`config.mk`:
```
export PLATFORM = sky130hd
export DESIGN_NAME = mmpe_controller
export DESIGN_NICKNAME = d
export VERILOG_FILES = /design/src/design/mmpe_pkg.sv /design/src/design/mmpe_controller.sv
export SDC_FILE = /design/constraint.sdc
export NUM_CORES = 1
export LEC_CHECK = 0
export BUFFER_PORTS_ARGS = -buffer_cell sky130_fd_sc_hd__buf_2
export CAP_MARGIN = 0
export CORE_ASPECT_RATIO = 1.25
export CORE_MARGIN = 5
export CORE_UTILIZATION = 45
export CTS_BUF_LIST = sky130_fd_sc_hd__clkbuf_4 sky130_fd_sc_hd__clkbuf_8 sky130_fd_sc_hd__clkbuf_16
export DETAILED_ROUTE_END_ITERATION = 16
export PLACE_DENSITY = 0.72
export SYNTH_ARGS = -nofsm -noshare
export SYNTH_HDL_FRONTEND = slang
export SYNTH_SLANG_ARGS = --single-unit
```
`constraint.sdc`:
```
create_clock -name aclk -period 8.1 [get_ports aclk]
set_clock_uncertainty 0.05 [all_clocks]
set_input_delay 1.62 -clock aclk [delete_from_list [all_inputs] [get_ports aclk]]
set_output_delay 1.62 -clock aclk [all_outputs]
set_load 0.005 [all_outputs]
```
`src/design/mmpe_pkg.sv`:
```
// Shared types and constants for the matrix multiply and power engine.
`default_nettype none
package mmpe_pkg;
    localparam int DATA_W = 32;
    localparam int ADDR_W = 6;
    localparam int DEPTH = 64;
    localparam int ACC_W = 72;

    typedef enum logic [1:0] {
        KIND_LOAD_A = 2'd0,
        KIND_LOAD_B = 2'd1,
        KIND_START  = 2'd2,
        KIND_NONE   = 2'd3
    } kind_t;

    typedef enum logic [1:0] {
        MODE_PRODUCT = 2'd0,
        MODE_POWER   = 2'd1,
        MODE_SCALE   = 2'd2,
        MODE_NONE    = 2'd3
    } mode_t;

    localparam logic [2:0] REG_ROWS     = 3'd0;
    localparam logic [2:0] REG_INNER    = 3'd1;
    localparam logic [2:0] REG_OUT_COLS = 3'd2;
    localparam logic [2:0] REG_MODE     = 3'd3;
    localparam logic [2:0] REG_EXPONENT = 3'd4;
    localparam logic [2:0] REG_SCALE    = 3'd5;

    // operand sources
    typedef enum logic [1:0] {
        SRC_A  = 2'd0,
        SRC_B  = 2'd1,
        SRC_W1 = 2'd2,
        SRC_W2 = 2'd3
    } src_t;

    // controller to datapath
    typedef struct packed {
        logic              rd_en;
        logic [ADDR_W-1:0] x_addr;
        src_t              y_src;
        logic [ADDR_W-1:0] y_addr;
        logic              y_scalar;
        logic              acc_clear;
        logic              acc_en;
        logic              wr_en;
        logic              wr_w2;
        logic [ADDR_W-1:0] wr_addr;
    } dp_cmd_t;

    function automatic logic signed [DATA_W-1:0] round_sat(input logic signed [ACC_W-1:0] acc);
        logic signed [ACC_W-1:0] t;
        logic signed [ACC_W-17:0] s;
        t = acc + ACC_W'(32768);
        s = t[ACC_W-1:16];
        if (s > $signed((ACC_W-16)'(32'h7fffffff))) return 32'sh7fffffff;
        if (s < -$signed((ACC_W-16)'(33'h080000000))) return 32'sh80000000;
        return s[DATA_W-1:0];
    endfunction
endpackage
`default_nettype wire

```
`src/design/mmpe_controller.sv`:
```
// Controller: sequences multiply passes and result readout.
`default_nettype none
module mmpe_controller import mmpe_pkg::*; (
    input  wire logic              aclk,
    input  wire logic              aresetn,
    input  wire logic              start,
    input  wire mode_t             mode,
    input  wire logic [3:0]        nr,
    input  wire logic [3:0]        nk,
    input  wire logic [3:0]        nc,
    input  wire logic [5:0]        exponent,
    input  wire logic              out_ready,
    output logic                   busy,
    output dp_cmd_t                cmd,
    output logic                   out_sel_a,
    output logic                   out_valid,
    output logic [ADDR_W-1:0]      out_index,
    output logic                   out_last,
    output logic                   out_take
);
    typedef enum logic [2:0] {S_IDLE, S_MAC, S_DRAIN, S_WRITE, S_OUT, S_WAIT} state_t;
    state_t state_reg;
    logic [3:0] r_reg, c_reg, k_reg, dr_reg, dk_reg, dc_reg;
    logic [5:0] pass_reg, passes_reg;
    logic [2:0] drain_reg;
    logic scale_reg, fsrc_reg, dst2_reg, osel_reg;
    src_t osrc_reg;
    logic [6:0] oi_reg, cnt_reg;
    logic [7:0] xa, ya;
    logic       fetch;
    logic [1:0] pend_reg;

    assign busy = state_reg != S_IDLE;
    assign xa = scale_reg ? {1'b0, oi_reg} : 8'(r_reg) * 8'(dk_reg) + 8'(k_reg);
    assign ya = 8'(k_reg) * 8'(dc_reg) + 8'(c_reg);
    assign fetch = state_reg == S_OUT && pend_reg == 2'd0 && !out_valid;
    assign out_take = out_valid && out_ready;

    always_comb begin
        cmd = '0;
        cmd.y_scalar = scale_reg;
        cmd.wr_w2 = dst2_reg;
        cmd.wr_addr = scale_reg ? oi_reg[5:0] : 6'(8'(r_reg) * 8'(dc_reg) + 8'(c_reg));
        if (fsrc_reg) cmd.y_src = pass_reg[0] ? SRC_W2 : SRC_W1;
        else cmd.y_src = (mode == MODE_PRODUCT) ? SRC_B : SRC_A;
        cmd.x_addr = xa[5:0];
        cmd.y_addr = ya[5:0];
        case (state_reg)
            S_IDLE:  cmd.acc_clear = 1'b1;
            S_MAC:   cmd.acc_en = 1'b1;
            S_WRITE: begin
                cmd.wr_en = 1'b1;
                cmd.acc_clear = 1'b1;
            end
            S_OUT: begin
                cmd.y_src = osrc_reg;
                cmd.y_scalar = 1'b0;
                cmd.y_addr = oi_reg[5:0];
            end
            default: ;
        endcase
    end

    always_ff @(posedge aclk) begin
        if (!aresetn) begin
            state_reg <= S_IDLE;
            out_valid <= 1'b0;
            pend_reg  <= '0;
        end else begin
            if (out_take) out_valid <= 1'b0;
            case (state_reg)
                S_IDLE: if (start && mode != MODE_NONE) begin
                    r_reg <= '0; c_reg <= '0; k_reg <= '0; oi_reg <= '0;
                    pass_reg <= 6'd1; fsrc_reg <= 1'b0; dst2_reg <= 1'b0;
                    scale_reg <= mode == MODE_SCALE;
                    osel_reg <= 1'b0;
                    dr_reg <= nr;
                    passes_reg <= exponent;
                    case (mode)
                        MODE_PRODUCT: begin
                            dk_reg <= nk; dc_reg <= nc;
                            cnt_reg <= 7'(nr) * 7'(nc); osrc_reg <= SRC_W1;
                            state_reg <= S_MAC;
                        end
                        MODE_SCALE: begin
                            dk_reg <= nk; dc_reg <= nk;
                            cnt_reg <= 7'(nr) * 7'(nk); osrc_reg <= SRC_W1;
                            state_reg <= S_MAC;
                        end
                        default: begin
                            dk_reg <= nr; dc_reg <= nr;
                            cnt_reg <= 7'(nr) * 7'(nr);
                            osrc_reg <= exponent[0] ? SRC_W2 : SRC_W1;
                            if (exponent <= 6'd1) begin
                                osel_reg <= 1'b1;
                                state_reg <= S_OUT;
                            end else state_reg <= S_MAC;
                        end
                    endcase
                end
                S_MAC: begin
                    if (scale_reg || k_reg == dk_reg - 4'd1) begin
                        drain_reg <= 3'd3;
                        state_reg <= S_DRAIN;
                    end else k_reg <= k_reg + 4'd1;
                end
                S_DRAIN: begin
                    drain_reg <= drain_reg - 3'd1;
                    if (drain_reg == 3'd1) state_reg <= S_WRITE;
                end
                S_WRITE: begin
                    k_reg <= '0;
                    oi_reg <= oi_reg + 7'd1;
                    state_reg <= S_MAC;
                    if (scale_reg) begin
                        if (oi_reg + 7'd1 == cnt_reg) begin
                            oi_reg <= '0; state_reg <= S_OUT;
                        end
                    end else if (c_reg != dc_reg - 4'd1) c_reg <= c_reg + 4'd1;
                    else begin
                        c_reg <= '0;
                        if (r_reg != dr_reg - 4'd1) r_reg <= r_reg + 4'd1;
                        else begin
                            r_reg <= '0;
                            if (mode != MODE_POWER || pass_reg + 6'd1 >= passes_reg) begin
                                oi_reg <= '0; state_reg <= S_OUT;
                            end else begin
                                pass_reg <= pass_reg + 6'd1;
                                fsrc_reg <= 1'b1;
                                dst2_reg <= pass_reg[0];
                            end
                        end
                    end
                end
                S_OUT: begin
                    pend_reg <= {pend_reg[0], fetch};
                    if (pend_reg[1]) begin
                        out_valid <= 1'b1;
                        out_index <= oi_reg[5:0];
                        out_last <= oi_reg + 7'd1 == cnt_reg;
                        state_reg <= S_WAIT;
                    end
                end
                S_WAIT: if (out_take) begin
                    pend_reg <= '0;
                    if (out_last) state_reg <= S_IDLE;
                    else begin
                        oi_reg <= oi_reg + 7'd1;
                        state_reg <= S_OUT;
                    end
                end
                default: state_reg <= S_IDLE;
            endcase
        end
    end

    assign out_sel_a = osel_reg;

    property p_last_ends;
        @(posedge aclk) disable iff (!aresetn) (out_take && out_last) |=> state_reg == S_IDLE;
    endproperty
    a_last_ends: assert property (p_last_ends) else $error("run did not end after last");
    a_no_write_out: assert property (@(posedge aclk) disable iff (!aresetn)
        out_valid |-> !cmd.wr_en) else $error("write during readout");
    a_hold: assert property (@(posedge aclk) disable iff (!aresetn)
        (out_valid && !out_ready) |=> out_valid && $stable(out_index))
        else $error("result dropped");
endmodule
`default_nettype wire

```
Yosys cells after proc, flatten, opt, wreduce, memory -nomap -nowiden
Index checks and enable logic that the tools add are counted.
{"block": "totals", "output_inout_bits": 37, "ff_bits": 72, "elab_cells": 164}
{"block": "classes", "multipliers": 6, "n_mux": 71, "n_addsub": 12, "n_reduce_logical": 28, "n_eq_ne": 24, "magnitude_cmp": 2}
{"op": "$mux W7", "count": 8}
{"op": "$mux W3", "count": 14}
{"op": "$mux W6", "count": 7}
{"op": "$mux W4", "count": 8}
{"op": "$ne A2 B2 Y1 const B", "count": 12}
{"op": "$pmux W4 S2", "count": 3}
{"op": "$mul A4 B4 Y7", "count": 3}
{"op": "$pmux W7 S3", "count": 1}
{"op": "$mux W1", "count": 19}
{"op": "$add A6 B4 Y6", "count": 3}
{"op": "$mul A4 B4 Y6", "count": 3}
{"op": "$pmux W3 S6", "count": 1}
{"op": "$reduce_and A5 Y1", "count": 3}
{"op": "$pmux W7 S2", "count": 1}
{"op": "$add A4 B1 Y4 const B", "count": 3}
{"op": "$pmux W4 S3", "count": 1}
{"op": "$pmux W6 S2", "count": 1}
{"op": "$sub A4 B1 Y4 const B", "count": 3}
{"op": "$mux W9", "count": 1}
{"op": "$reduce_and A3 Y1", "count": 3}
{"op": "$reduce_bool A3 Y1", "count": 3}
{"op": "$ne A4 B4 Y1", "count": 2}
{"op": "$reduce_and A4 Y1", "count": 2}
{"op": "$add A7 B1 Y7 const B", "count": 1}
{"op": "other kinds (24)", "count": 37}

Depth between registers and ports, before layout
Gate-level depths: netlist of the first run.
{"block": "logic_depth", "word_depth": 8, "mapped_depth": 13, "depth_no_buf": 12}

Worst setup path after synthesis of the first run
Ideal clock, no wire load.
{"block": "synth_path", "kind": "flip-flop to output port", "startpoint": "register r_reg[0]", "endpoint": "output port cmd[24] in the netlist's numbering", "setup_slack_ns": 3.289, "arrival_ns": 3.141, "path_stages_with_launch": 12, "path_cell_list": "edfxtp_1 > clkbuf_1 > nand2_1 > fa_1 > fa_1 > fa_1 > inv_1 > ha_1 > a21o_1 > a21oi_1 > xnor2_1 > o21ai_0"}
{"element": "from (decl)", "line": "mmpe_controller.sv:23", "rtl": "logic [3:0] r_reg, c_reg, k_reg, dr_reg, dk_reg, dc_reg;"}
{"element": "from (signal assigned)", "line": "mmpe_controller.sv:122", "rtl": "if (r_reg != dr_reg - 4'd1) r_reg <= r_reg + 4'd1;"}
{"element": "to (decl)", "line": "mmpe_controller.sv:14", "rtl": "output dp_cmd_t cmd,"}

==> flow_summary.toml, run 1 <==
[setup_path]
endpoint_kind = "primary output"
critical_path_class = "reg -> out"
timing.critical_path.required_ps = 6430
cp_data_arrival_time_ps = 3740
timing.critical_path.from_type = "flip-flop"
chain_of_cells_forming_the_critical_path = "nand2_1 -> fa_1 -> fa_1 -> fa_1 -> inv_1 -> ha_1 -> a21o_1 -> a21oi_1 -> xnor2_1 -> mux2_2 -> buf_2"
critical-path-slowest-cell = "sky130_fd_sc_hd__edfxtp_1"
dominant_delay_contributor_by_cell_family_on_the_critical_path = "adder cells"
crit_top_cell = "sky130_fd_sc_hd__fa_1"
crit_path_max_fanout = 9
critical_path.max_stage_delay_ps = 520
critPathBufInv = 2

[sta]
timing.max_slew.rel_slack_pct = 51.5
timing.final.max_slew_violations = 0
period_share_pct = 66.7
timing.final.setup_violations = 0
final.hold.worst_slack_ps = 500
worst-slew-pin-transition_ps = 727
rsz_0062_raised_after_global_routing = "false"
final.setup.tns_ps = 0
post-route-min-period_ps = 5410
timing_hold_violations_final = 0
fmax_mhz = 185

[layout]
n_antenna_cell = 0
final_cell_mix = "84 x sky130_fd_sc_hd__inv_1, 72 x sky130_fd_sc_hd__ha_1, 65 x sky130_fd_sc_hd__edfxtp_1, 62 x sky130_fd_sc_hd__nand2_1, 59 x sky130_fd_sc_hd__buf_2"
nNetsFinal = 814
layout_commonest_cell = "sky130_fd_sc_hd__inv_1"
final_layout_size_suffix_gt1_share_pct = 13.6
area_delta_synth_final_pct = 11.2
final_util_pct = 51.0
n_fill_cell = 1259

[die]
floorplan.io_pins = 61
number_of_placement_rows = 48
placeableCoreArea_um2 = 13800
start_util_pct = 45.9
chipWidth_um = 116
floorplan.die.height_um = 143
die-area_um2 = 16600

[synthesis]
synthTopCellsByArea = "sky130_fd_sc_hd__edfxtp_1 31%, sky130_fd_sc_hd__ha_1 14%, sky130_fd_sc_hd__fa_1 8.2%, sky130_fd_sc_hd__xnor2_1 5.8%, sky130_fd_sc_hd__and2_1 5.3%"
post_synth_instance_area_um2 = 6340
synth_enable_flop_cells = 65
yosysTopAreaCell = "sky130_fd_sc_hd__edfxtp_1"
async_set_or_reset_register_ratio_after_synthesis_pct = 0
synth_cell_type_count = 54
syn_nets = 767
synthDominantCellAreaShare_pct = 30.8
syn_inst = 645
synthFlopType = "sky130_fd_sc_hd__edfxtp_1"
synth.ff_latch_count = 71
synthesis.yosys.warnings = 0
syn_avg_cell_area_um2 = 9.83
seq_area_frac_synth_pct = 32.7

[outcome]
result_of_the_run = "completed"

[cts]
postCtsSetupRepairBufs = 0
numCtsBuffers = 9
cts_hold_buf = 0
cts_resized = 0
cts_max_path_buffers = 2
clock_insertion_delay_worst_skew_ps = 340
cts.htree.levels = 3
cts_num_sinks = 71
cts_tree = "done"
post_cts_clock_slew_at_the_launch_and_capture_registers_of_the_worst_setup_and_hold_paths_ps = 60
clock_root_buffer = "sky130_fd_sc_hd__clkbuf_16"

[drt]
drtAntennaViolNets = 0
first_pass_iters = 5
detail_route.wirelength_mm = 13.8
routedWlPerCell_um = 15.8
remaining_drc_errors = 0
via_per_inst = 5.24
via_count_of_the_routed_design = 4573
drt_iter0_markers = 212

[pwr]
netSwitchingPower_uw = 709
seqPwrFrac_pct = 30.3
netSwitchingFraction_pct = 38.2
clkPwrFrac_pct = 21.4
vdd.ir_drop.worst_uv = 187
power_density_nw_per_um2 = 264
leakage_uw = 0.00331
cellInternalPower_uw = 1150
combPwrFrac_pct = 48.2

[placed_design]
placement.io_buffers = 59
dpl.hpwl_mm = 11.0
globalplace.congestion = 0.894

[grt]
total_routing_usage_gr_pct = 17.6
grt_remaining_overflow = 0
wire_length_of_the_first_global_routing_pass_mm = 23.2
grt_pass1_vias = 4787
grt_start_max_net_pins = 29
antenna_found_initial = 0

[flow_run]
max_cap_violations = 0

[hold_path]
class_of_the_tightest_hold_or_removal_check = "reg -> reg"
==> path summary, 6_finish.rpt <==
kind / start / to / slack (ps) / depth (start not counted)
max reg2reg: dc_reg[0] / pass_reg[2] / 5010 / 7
min: out_valid / out_valid / 500 / 1
max: k_reg[0] / cmd[16] / 2690 / 11
min reg2reg: out_valid / out_valid / 500 / 1
==> power by group through the flow <==
stage / combinational [µW] / clock, µW / sequential, µW
2_1_floorplan: 668 / 0 / 525
3_3_place_gp: 869 / 0 / 567
3_5_place_dp: 903 / 0 / 570
4_1_cts: 913 / 404 / 563
5_1_grt: 1020 / 418 / 572
6_report: 896 / 398 / 563
==> through the flow <==
stage / std cells / setup slack, ps / cell area, µm² / total power, µW
2_1_floorplan: 645 / 3290 / 6340 / 1190
3_3_place_gp: 856 / 3110 / 6750 / 1440
3_5_place_dp: 856 / 3030 / 6750 / 1470
4_1_cts: 872 / 2660 / 7050 / 1880
5_1_grt: 872 / 2480 / 7050 / 2010
6_report: 872 / 2690 / 7050 / 1860
==> routing by layer <==
layer	global-route usage, %	vias to the layer above	share of wire (%)
li1	-	2234	-
met2	31.9	117	53
met1	20.6	2201	41
met4	7.03	0	2.4
met5	0	-	0
met3	2.59	21	3.6
==> worst register-to-register path, cell delays in order, from the launching register on <==
cell and delay, ps:
sky130_fd_sc_hd__edfxtp_1 560, sky130_fd_sc_hd__inv_1 120, sky130_fd_sc_hd__ha_1 310, sky130_fd_sc_hd__xor2_1 160, sky130_fd_sc_hd__nand3_1 130, sky130_fd_sc_hd__o21ai_0 560, sky130_fd_sc_hd__and2_1 420, sky130_fd_sc_hd__o31a_1 450
==> cell type report <==
cell class | count | area, µm² | area share [%]
timing repair buffer | 61 | 310 | 4.40
tap | 175 | 219 | 3.11
sequential | 71 | 2070 | 29.4
clock buffer | 11 | 240 | 3.41
clock inverter | 5 | 58.8 | 0.835
multi-input combinational | 465 | 3830 | 54.4
inverter | 84 | 315 | 4.48
==> synthesized netlist by cell type (2+ instances only) <==
cell type,instances
sky130_fd_sc_hd__inv_1,84
sky130_fd_sc_hd__ha_1,72
sky130_fd_sc_hd__edfxtp_1,65
sky130_fd_sc_hd__nand2_1,62
sky130_fd_sc_hd__and2_1,54
sky130_fd_sc_hd__xnor2_1,42
sky130_fd_sc_hd__nor2_1,32
sky130_fd_sc_hd__o21ai_0,28
sky130_fd_sc_hd__fa_1,26
sky130_fd_sc_hd__xor2_1,25
sky130_fd_sc_hd__a21oi_1,21
sky130_fd_sc_hd__clkbuf_1,14
sky130_fd_sc_hd__a21o_1,11
sky130_fd_sc_hd__nor2b_1,9
sky130_fd_sc_hd__mux2_2,8
sky130_fd_sc_hd__mux2i_1,7
sky130_fd_sc_hd__nand3_1,7
sky130_fd_sc_hd__and3_1,6
sky130_fd_sc_hd__buf_2,6
sky130_fd_sc_hd__dfxtp_1,6
sky130_fd_sc_hd__xnor3_1,6
sky130_fd_sc_hd__nor3b_1,5
sky130_fd_sc_hd__a211oi_1,4
sky130_fd_sc_hd__nor3_1,4
sky130_fd_sc_hd__nand2b_1,3
sky130_fd_sc_hd__or2_2,3
sky130_fd_sc_hd__a32oi_1,2
sky130_fd_sc_hd__buf_4,2
sky130_fd_sc_hd__buf_6,2
sky130_fd_sc_hd__nand4_1,2
sky130_fd_sc_hd__nor3_2,2
sky130_fd_sc_hd__o21ai_1,2
sky130_fd_sc_hd__or3_1,2
==> logic make-up (layout without fill, tap and decap cells) <==
| logic type | after synthesis | after routing | share of synthesized area [%] |
|---|---|---|---|
| flip-flops | 71 | 71 | 32.7 |
| buffers and inverters | 109 | 161 | 6.93 |
| multiplexers | 15 | 15 | 2.53 |
| XOR/XNOR | 73 | 73 | 11.4 |
| other | 1 | 1 | 0.0592 |
| adder cells (fa/ha/maj) | 98 | 98 | 22.4 |
| AO/OA/AOI/OAI | 79 | 79 | 7.76 |
| AND/OR/NAND/NOR | 199 | 199 | 16.2 |
Note: power is estimated with default switching activity, not from simulation.
==> inputs of run 2 (changes only) <==
--- a/config.mk
+++ b/config.mk
@@ -5,6 +5,7 @@
 export SDC_FILE = /design/constraint.sdc
 export NUM_CORES = 1
 export LEC_CHECK = 0
+export ABC_AREA = 1
 export BUFFER_PORTS_ARGS = -buffer_cell sky130_fd_sc_hd__buf_2
 export CAP_MARGIN = 0
 export CORE_ASPECT_RATIO = 1.25
==> constraint.sdc (replaced) <==
create_clock -name aclk -period 5.23 [get_ports aclk]
set_clock_uncertainty 0.05 [all_clocks]
set_input_delay 1.046 -clock aclk [delete_from_list [all_inputs] [get_ports aclk]]
set_output_delay 1.046 -clock aclk [all_outputs]
set_load 0.005 [all_outputs]
==> run 2 against run 1 <==
  * Worst hold slack worse by 72 ps
  * First-iteration DRC count rose by 73%
  * Clock power grew 75%
  * Cell count increased by 17%
  * Via count increased by 11%
  * Power up 59%
  * Worst setup slack lost 2200 ps
  * Largest power group unchanged
  * Core utilization grew 0.52 points
  * Highest routed layer unchanged
  * Combinational power up 55%
  * Sequential share of layout area fell by 0.55 points
  * Register-to-register slack got worse by 2700 ps
  * Routed wire length increased by 2.1%
==> flow_summary.toml, run 2 <==
[synthesis]
yosysTopAreaCell = "sky130_fd_sc_hd__edfxtp_1"
post_synth_instance_area_um2 = 6430
synthTopCellsByArea = "sky130_fd_sc_hd__edfxtp_1 30%, sky130_fd_sc_hd__ha_1 14%, sky130_fd_sc_hd__nand2_1 11%, sky130_fd_sc_hd__inv_1 9.2%, sky130_fd_sc_hd__fa_1 8.1%"
synth_cell_type_count = 42
yosys.cell_count.top_type = "sky130_fd_sc_hd__nand2_1"
async_set_or_reset_register_ratio_after_synthesis_pct = 0
seq_area_frac_synth_pct = 32.2
synthFlopType = "sky130_fd_sc_hd__edfxtp_1"
syn_avg_cell_area_um2 = 8.10
synth.top_cells.by_count = "194 x sky130_fd_sc_hd__nand2_1, 157 x sky130_fd_sc_hd__inv_1, 72 x sky130_fd_sc_hd__ha_1, 65 x sky130_fd_sc_hd__edfxtp_1, 56 x sky130_fd_sc_hd__nor2_1"
synth_enable_flop_cells = 65
syn_inst = 793
syn_nets = 915
synth.ff_latch_count = 71
synthesis.yosys.warnings = 0
synthDominantCellAreaShare_pct = 30.4

[setup_path]
timing.critical_path.from_type = "flip-flop"
critical-path-slowest-cell = "sky130_fd_sc_hd__edfxtp_1"
critPathBufInv = 2
crit_path_max_fanout = 12
worstRegToRegCells = 12
ff2ff_setup_slack_ps = 2300
critical_path.max_stage_delay_ps = 570
crit_top_cell = "sky130_fd_sc_hd__fa_1"
dominant_delay_contributor_by_cell_family_on_the_critical_path = "adder cells"
chain_of_cells_forming_the_critical_path = "nand2_1 -> fa_1 -> fa_1 -> fa_1 -> inv_1 -> ha_1 -> nand3_1 -> nand2_1 -> xnor2_1 -> xor2_1 -> o21ai_0 -> buf_2"
endpoint_kind = "primary output"
timing.critical_path.required_ps = 4130
cp_depth = 12
critical_path_class = "reg -> out"
cp_data_arrival_time_ps = 3690

[cts]
cts.htree.levels = 3
post_cts_clock_slew_at_the_launch_and_capture_registers_of_the_worst_setup_and_hold_paths_ps = 60
clock_insertion_delay_worst_skew_ps = 340
numCtsBuffers = 9
postCtsSetupRepairBufs = 0
clock_root_buffer = "sky130_fd_sc_hd__clkbuf_16"
cts_tree = "done"
cts_resized = 0
cts_max_path_buffers = 2
cts_hold_buf = 0
cts_num_sinks = 71

[layout]
post_layout_nonfiller_instances = 1020
nNetsFinal = 962
area_delta_synth_final_pct = 11.7
n_fill_cell = 1334
n_antenna_cell = 0
layout_commonest_cell = "sky130_fd_sc_hd__nand2_1"
seqCellArea_um2 = 2070
final_layout_size_suffix_gt1_share_pct = 10.9
multi_input_comb_area_um2 = 3640
final_cell_mix = "194 x sky130_fd_sc_hd__nand2_1, 157 x sky130_fd_sc_hd__inv_1, 72 x sky130_fd_sc_hd__ha_1, 65 x sky130_fd_sc_hd__edfxtp_1, 59 x sky130_fd_sc_hd__buf_2"

[drt]
remaining_drc_errors = 0
detailed_route_wirelength_on_metal2_mm = 7.35
routedWlPerCell_um = 13.8
via_count_of_the_routed_design = 5055
drt_iter0_markers = 367
via_per_inst = 4.96
wl_met1_mm = 5.81
detail_route.wirelength_mm = 14.1
first_pass_iters = 5
met3_wl_post_dr_um = 647
drtAntennaViolNets = 0
highest-signal-layer = "met4"

[pwr]
leakage_uw = 0.00378
seqPwrFrac_pct = 29.4
vdd.ir_drop.worst_uv = 277
combPwrFrac_pct = 47.0
netSwitchingFraction_pct = 38.8
power_density_nw_per_um2 = 412
clkPwrFrac_pct = 23.6
netSwitchingPower_uw = 1150
cellInternalPower_uw = 1810

[grt]
antenna_found_initial = 0
grt_start_max_net_pins = 29
wire_length_of_the_first_global_routing_pass_mm = 23.3
grt_pass1_vias = 4934
grt_remaining_overflow = 0
total_routing_usage_gr_pct = 17.8

[sta]
post-route-min-period_ps = 4780
final.setup.tns_ps = 0
final.hold.worst_slack_ps = 428
timing.final.setup_violations = 0
timing.max_slew.rel_slack_pct = 32.5
fmax_mhz = 209
rsz_0062_raised_after_global_routing = "false"
timing_hold_violations_final = 0
timing.final.max_slew_violations = 0
period_share_pct = 91.5
worst-slew-pin-transition_ps = 1000

[die]
chipWidth_um = 117
die-area_um2 = 16800
number_of_placement_rows = 48
start_util_pct = 46.1
floorplan.io_pins = 61
placeableCoreArea_um2 = 13900
floorplan.die.height_um = 144

[outcome]
result_of_the_run = "completed"

[placed_design]
placement.io_buffers = 59
dp.cells = 1004
globalplace.congestion = 0.850
dpl.hpwl_mm = 11.4

[hold_path]
hold_depth = 2
class_of_the_tightest_hold_or_removal_check = "reg -> reg"

[flow_run]
max_cap_violations = 0
-- run 2: changes by cell type after synthesis, sizes merged, moves of 7 or more --
cell,before,now
a21o,11,4
a21oi,21,31
and2,55,1
inv,84,161
mux2,8,0
mux2i,7,0
nand2,62,197
nand3,7,27
nor2,32,59
nor2b,9,0
xnor2,42,29
-- run 2: cells by family (layout without fill, tap and decap cells) --
logic type	count (synthesis)	after routing	share of synthesized area, %
other cells	1	1	0.0584
xor+xnor	54	54	7.36
fa+ha+maj	98	98	22.1
buf+inv	185	237	11.2
flops	71	71	32.2
compound gates	80	80	7.22
simple gates	304	304	19.8
-- run 2: final cells by class --
class | count | area share [%]
clock buffer | 10 | 3.24
multi-input combinational | 537 | 50.7
tap | 175 | 3.05
sequential | 71 | 28.9
clock inverter | 6 | 1.53
timing repair buffer | 60 | 4.22
inverter | 161 | 8.42
-- run 2: worst paths after layout --
kind | endpoint | start
worst min register to register | pend_reg[0] | pend_reg[0]
worst max-delay path | cmd[24] | r_reg[0]
worst min-delay path | pend_reg[0] | pend_reg[0]
worst max register to register | dst2_reg | pass_reg[0]
-- run 2: worst min-delay path, cell delays in order, from the launching register on --
cell and delay [ps]:
sky130_fd_sc_hd__dfxtp_1 320, sky130_fd_sc_hd__nand2_1 60, sky130_fd_sc_hd__a21oi_1 50
-- run 2: routing by layer --
metal / vias up / track usage (%)
met5: - / 0
met4: 0 / 5.68
met3: 20 / 2.70
met2: 130 / 31.8
met1: 2313 / 21.9
li1: 2592 / -
-- run 2: stage by stage --
step           power (µW)  instance area (µm²)  setup slack, ps  utilization [%]
2_1_floorplan        1870                 6430              916                -
3_3_place_gp         2250                 6840              861             49.1
3_5_place_dp         2280                 6840              771             49.1
6_report             2960                 7180              446             51.5
5_1_grt              3240                 7180              214             51.5
4_1_cts              2990                 7180              409             51.5
-- run 2: power by group through the flow --
stage / Sequential [µW] / Combinational (µW) / Clock [µW]
after floorplan: 808 / 1060 / 0
after global placement: 876 / 1370 / 0
after detailed placement: 881 / 1400 / 0
after CTS: 869 / 1410 / 711
after global routing: 885 / 1620 / 735
final: 869 / 1390 / 698
==> inputs of run 3 (changes only) <==
--- a/config.mk
+++ b/config.mk
@@ -8,7 +8,6 @@
 export ABC_AREA = 1
 export BUFFER_PORTS_ARGS = -buffer_cell sky130_fd_sc_hd__buf_2
 export CAP_MARGIN = 0
-export CORE_ASPECT_RATIO = 1.25
 export CORE_MARGIN = 5
 export CORE_UTILIZATION = 45
 export CTS_BUF_LIST = sky130_fd_sc_hd__clkbuf_4 sky130_fd_sc_hd__clkbuf_8 sky130_fd_sc_hd__clkbuf_16
==> run 3 against run 2 <==
  * Largest cell class unchanged
  * Critical path depth unchanged
  * Final area about the same
  * Power decreased by 0.26%
  * Largest power group unchanged
  * Sequential share of layout area about the same
  * Core utilization about the same
  * Clock power decreased by 2%
  * First-iteration DRC count decreased by 22%
  * Worst setup slack got worse by 38 ps
  * Routed wire length increased by 0.71%
  * Maximum frequency decreased by 0.78%
  * Sequential cell count unchanged
  * Cell count increased by 0.39%
==> flow_summary.toml, run 3 (synthesized netlist as in run 2, its figures left out) <==
[outcome]
result_of_the_run = "completed"

[setup_path]
timing.critical_path.required_ps = 4130
crit_top_cell = "sky130_fd_sc_hd__fa_1"
chain_of_cells_forming_the_critical_path = "nand2_1 -> fa_1 -> fa_1 -> fa_1 -> inv_1 -> ha_1 -> nand3_1 -> nand2_1 -> xnor2_1 -> xor2_1 -> o21ai_0 -> buf_2"
critical_path.max_stage_delay_ps = 590
cp_data_arrival_time_ps = 3730
critical-path-slowest-cell = "sky130_fd_sc_hd__edfxtp_1"
timing.critical_path.from_type = "flip-flop"
critical_path_class = "reg -> out"
endpoint_kind = "primary output"
crit_path_max_fanout = 11

[sta]
timing_hold_violations_final = 0
final.hold.worst_slack_ps = 437
timing.final.ws_setup_ps = 409
rsz_0062_raised_after_global_routing = "false"
timing.max_slew.rel_slack_pct = 33.4
fmax_mhz = 207
post-route-min-period_ps = 4820
timing.final.max_slew_violations = 0
final.setup.tns_ps = 0
worst-slew-pin-transition_ps = 991
timing.final.setup_violations = 0
period_share_pct = 92.2

[cts]
cts_hold_buf = 0
numCtsBuffers = 9
clock_insertion_delay_worst_skew_ps = 330
cts_resized = 0
clock_root_buffer = "sky130_fd_sc_hd__clkbuf_16"
post_cts_clock_slew_at_the_launch_and_capture_registers_of_the_worst_setup_and_hold_paths_ps = 60
cts.htree.levels = 3
postCtsSetupRepairBufs = 0
cts_tree = "done"
cts_max_path_buffers = 2
cts_num_sinks = 71

[layout]
final_layout_size_suffix_gt1_share_pct = 10.7
final_util_pct = 51.5
area_delta_synth_final_pct = 11.7
layout_commonest_cell = "sky130_fd_sc_hd__nand2_1"
final_cell_mix = "194 x sky130_fd_sc_hd__nand2_1, 157 x sky130_fd_sc_hd__inv_1, 72 x sky130_fd_sc_hd__ha_1, 65 x sky130_fd_sc_hd__edfxtp_1, 59 x sky130_fd_sc_hd__buf_2"
nNetsFinal = 962
n_antenna_cell = 0

[grt]
antenna_found_initial = 0
grt_remaining_overflow = 0
grt_pass1_vias = 4946
total_routing_usage_gr_pct = 17.7
grt_start_max_net_pins = 26
wire_length_of_the_first_global_routing_pass_mm = 23.7

[die]
die-area_um2 = 16800
floorplan.io_pins = 61
number_of_placement_rows = 43
placeableCoreArea_um2 = 13900
floorplan.die.height_um = 130
chipWidth_um = 130
start_util_pct = 46.1

[drt]
via_per_inst = 4.91
routedWlPerCell_um = 13.8
via_count_of_the_routed_design = 5023
drt_iter0_markers = 288
detail_route.wirelength_mm = 14.2
drtAntennaViolNets = 0
first_pass_iters = 7
remaining_drc_errors = 0

[placed_design]
pre_cts_slack_ps = 720
globalplace.congestion = 0.899
dpl.hpwl_mm = 11.4
placement.io_buffers = 59

[flow_run]
max_cap_violations = 0

[pwr]
power_density_nw_per_um2 = 411
total_power_after_layout_uw = 2950
vdd.ir_drop.worst_uv = 170
leakage_uw = 0.00378

[hold_path]
class_of_the_tightest_hold_or_removal_check = "reg -> reg"
run 3: final timing paths:
check	end	slack, ps	startpoint	cells after the start
max	cmd[5]	410	dc_reg[2]	12
min	pend_reg[0]	440	pend_reg[0]	2
max reg2reg	pass_reg[1]	2200	pass_reg[0]	12
min reg2reg	pend_reg[0]	440	pend_reg[0]	2
run 3: stage by stage:
stage	cells	area [µm²]
CTS	1024	7180
detailed placement	1009	6840
global route	1024	7180
finish	1024	7180
global placement	1009	6840
floorplan	793	6430
run 3: layer usage:
metal  track usage (%)  vias up  wire length, µm
met3              2.47       14              654
li1                  -     2592                -
met2              31.0      107             6840
met4              4.58        0              206
met5                 0        -                0
met1              23.2     2310             6460
run 3: worst max-delay path, delay by kind of cell, from the launching register on:
family                     cells  cell delay (ps)
AOI/OAI and AO/OA              1               80
xor gates and xnor gates       2              370
adders and majority gates      4             1880
buffers and inverters          2              200
DFF                            1              590
and+or+nand+nor                3              280
run 3: layout make-up:
cell class	count	area, µm²
repair buffers	60	303
clock inverters	6	110
clock buffers	9	225
flip-flops and latches	71	2070
well taps	180	225
inverters	161	604
multi-input cells	537	3640
fillers	1297	6760
run 3: where the power goes:
group          total (µW)  switching, µW  internal (µW)  leakage [µW]
Combinational        1390            797            595       0.00297
Clock                 687            225            462      0.000159
Sequential            871            127            743      0.000653
Total                2950           1150           1800       0.00378
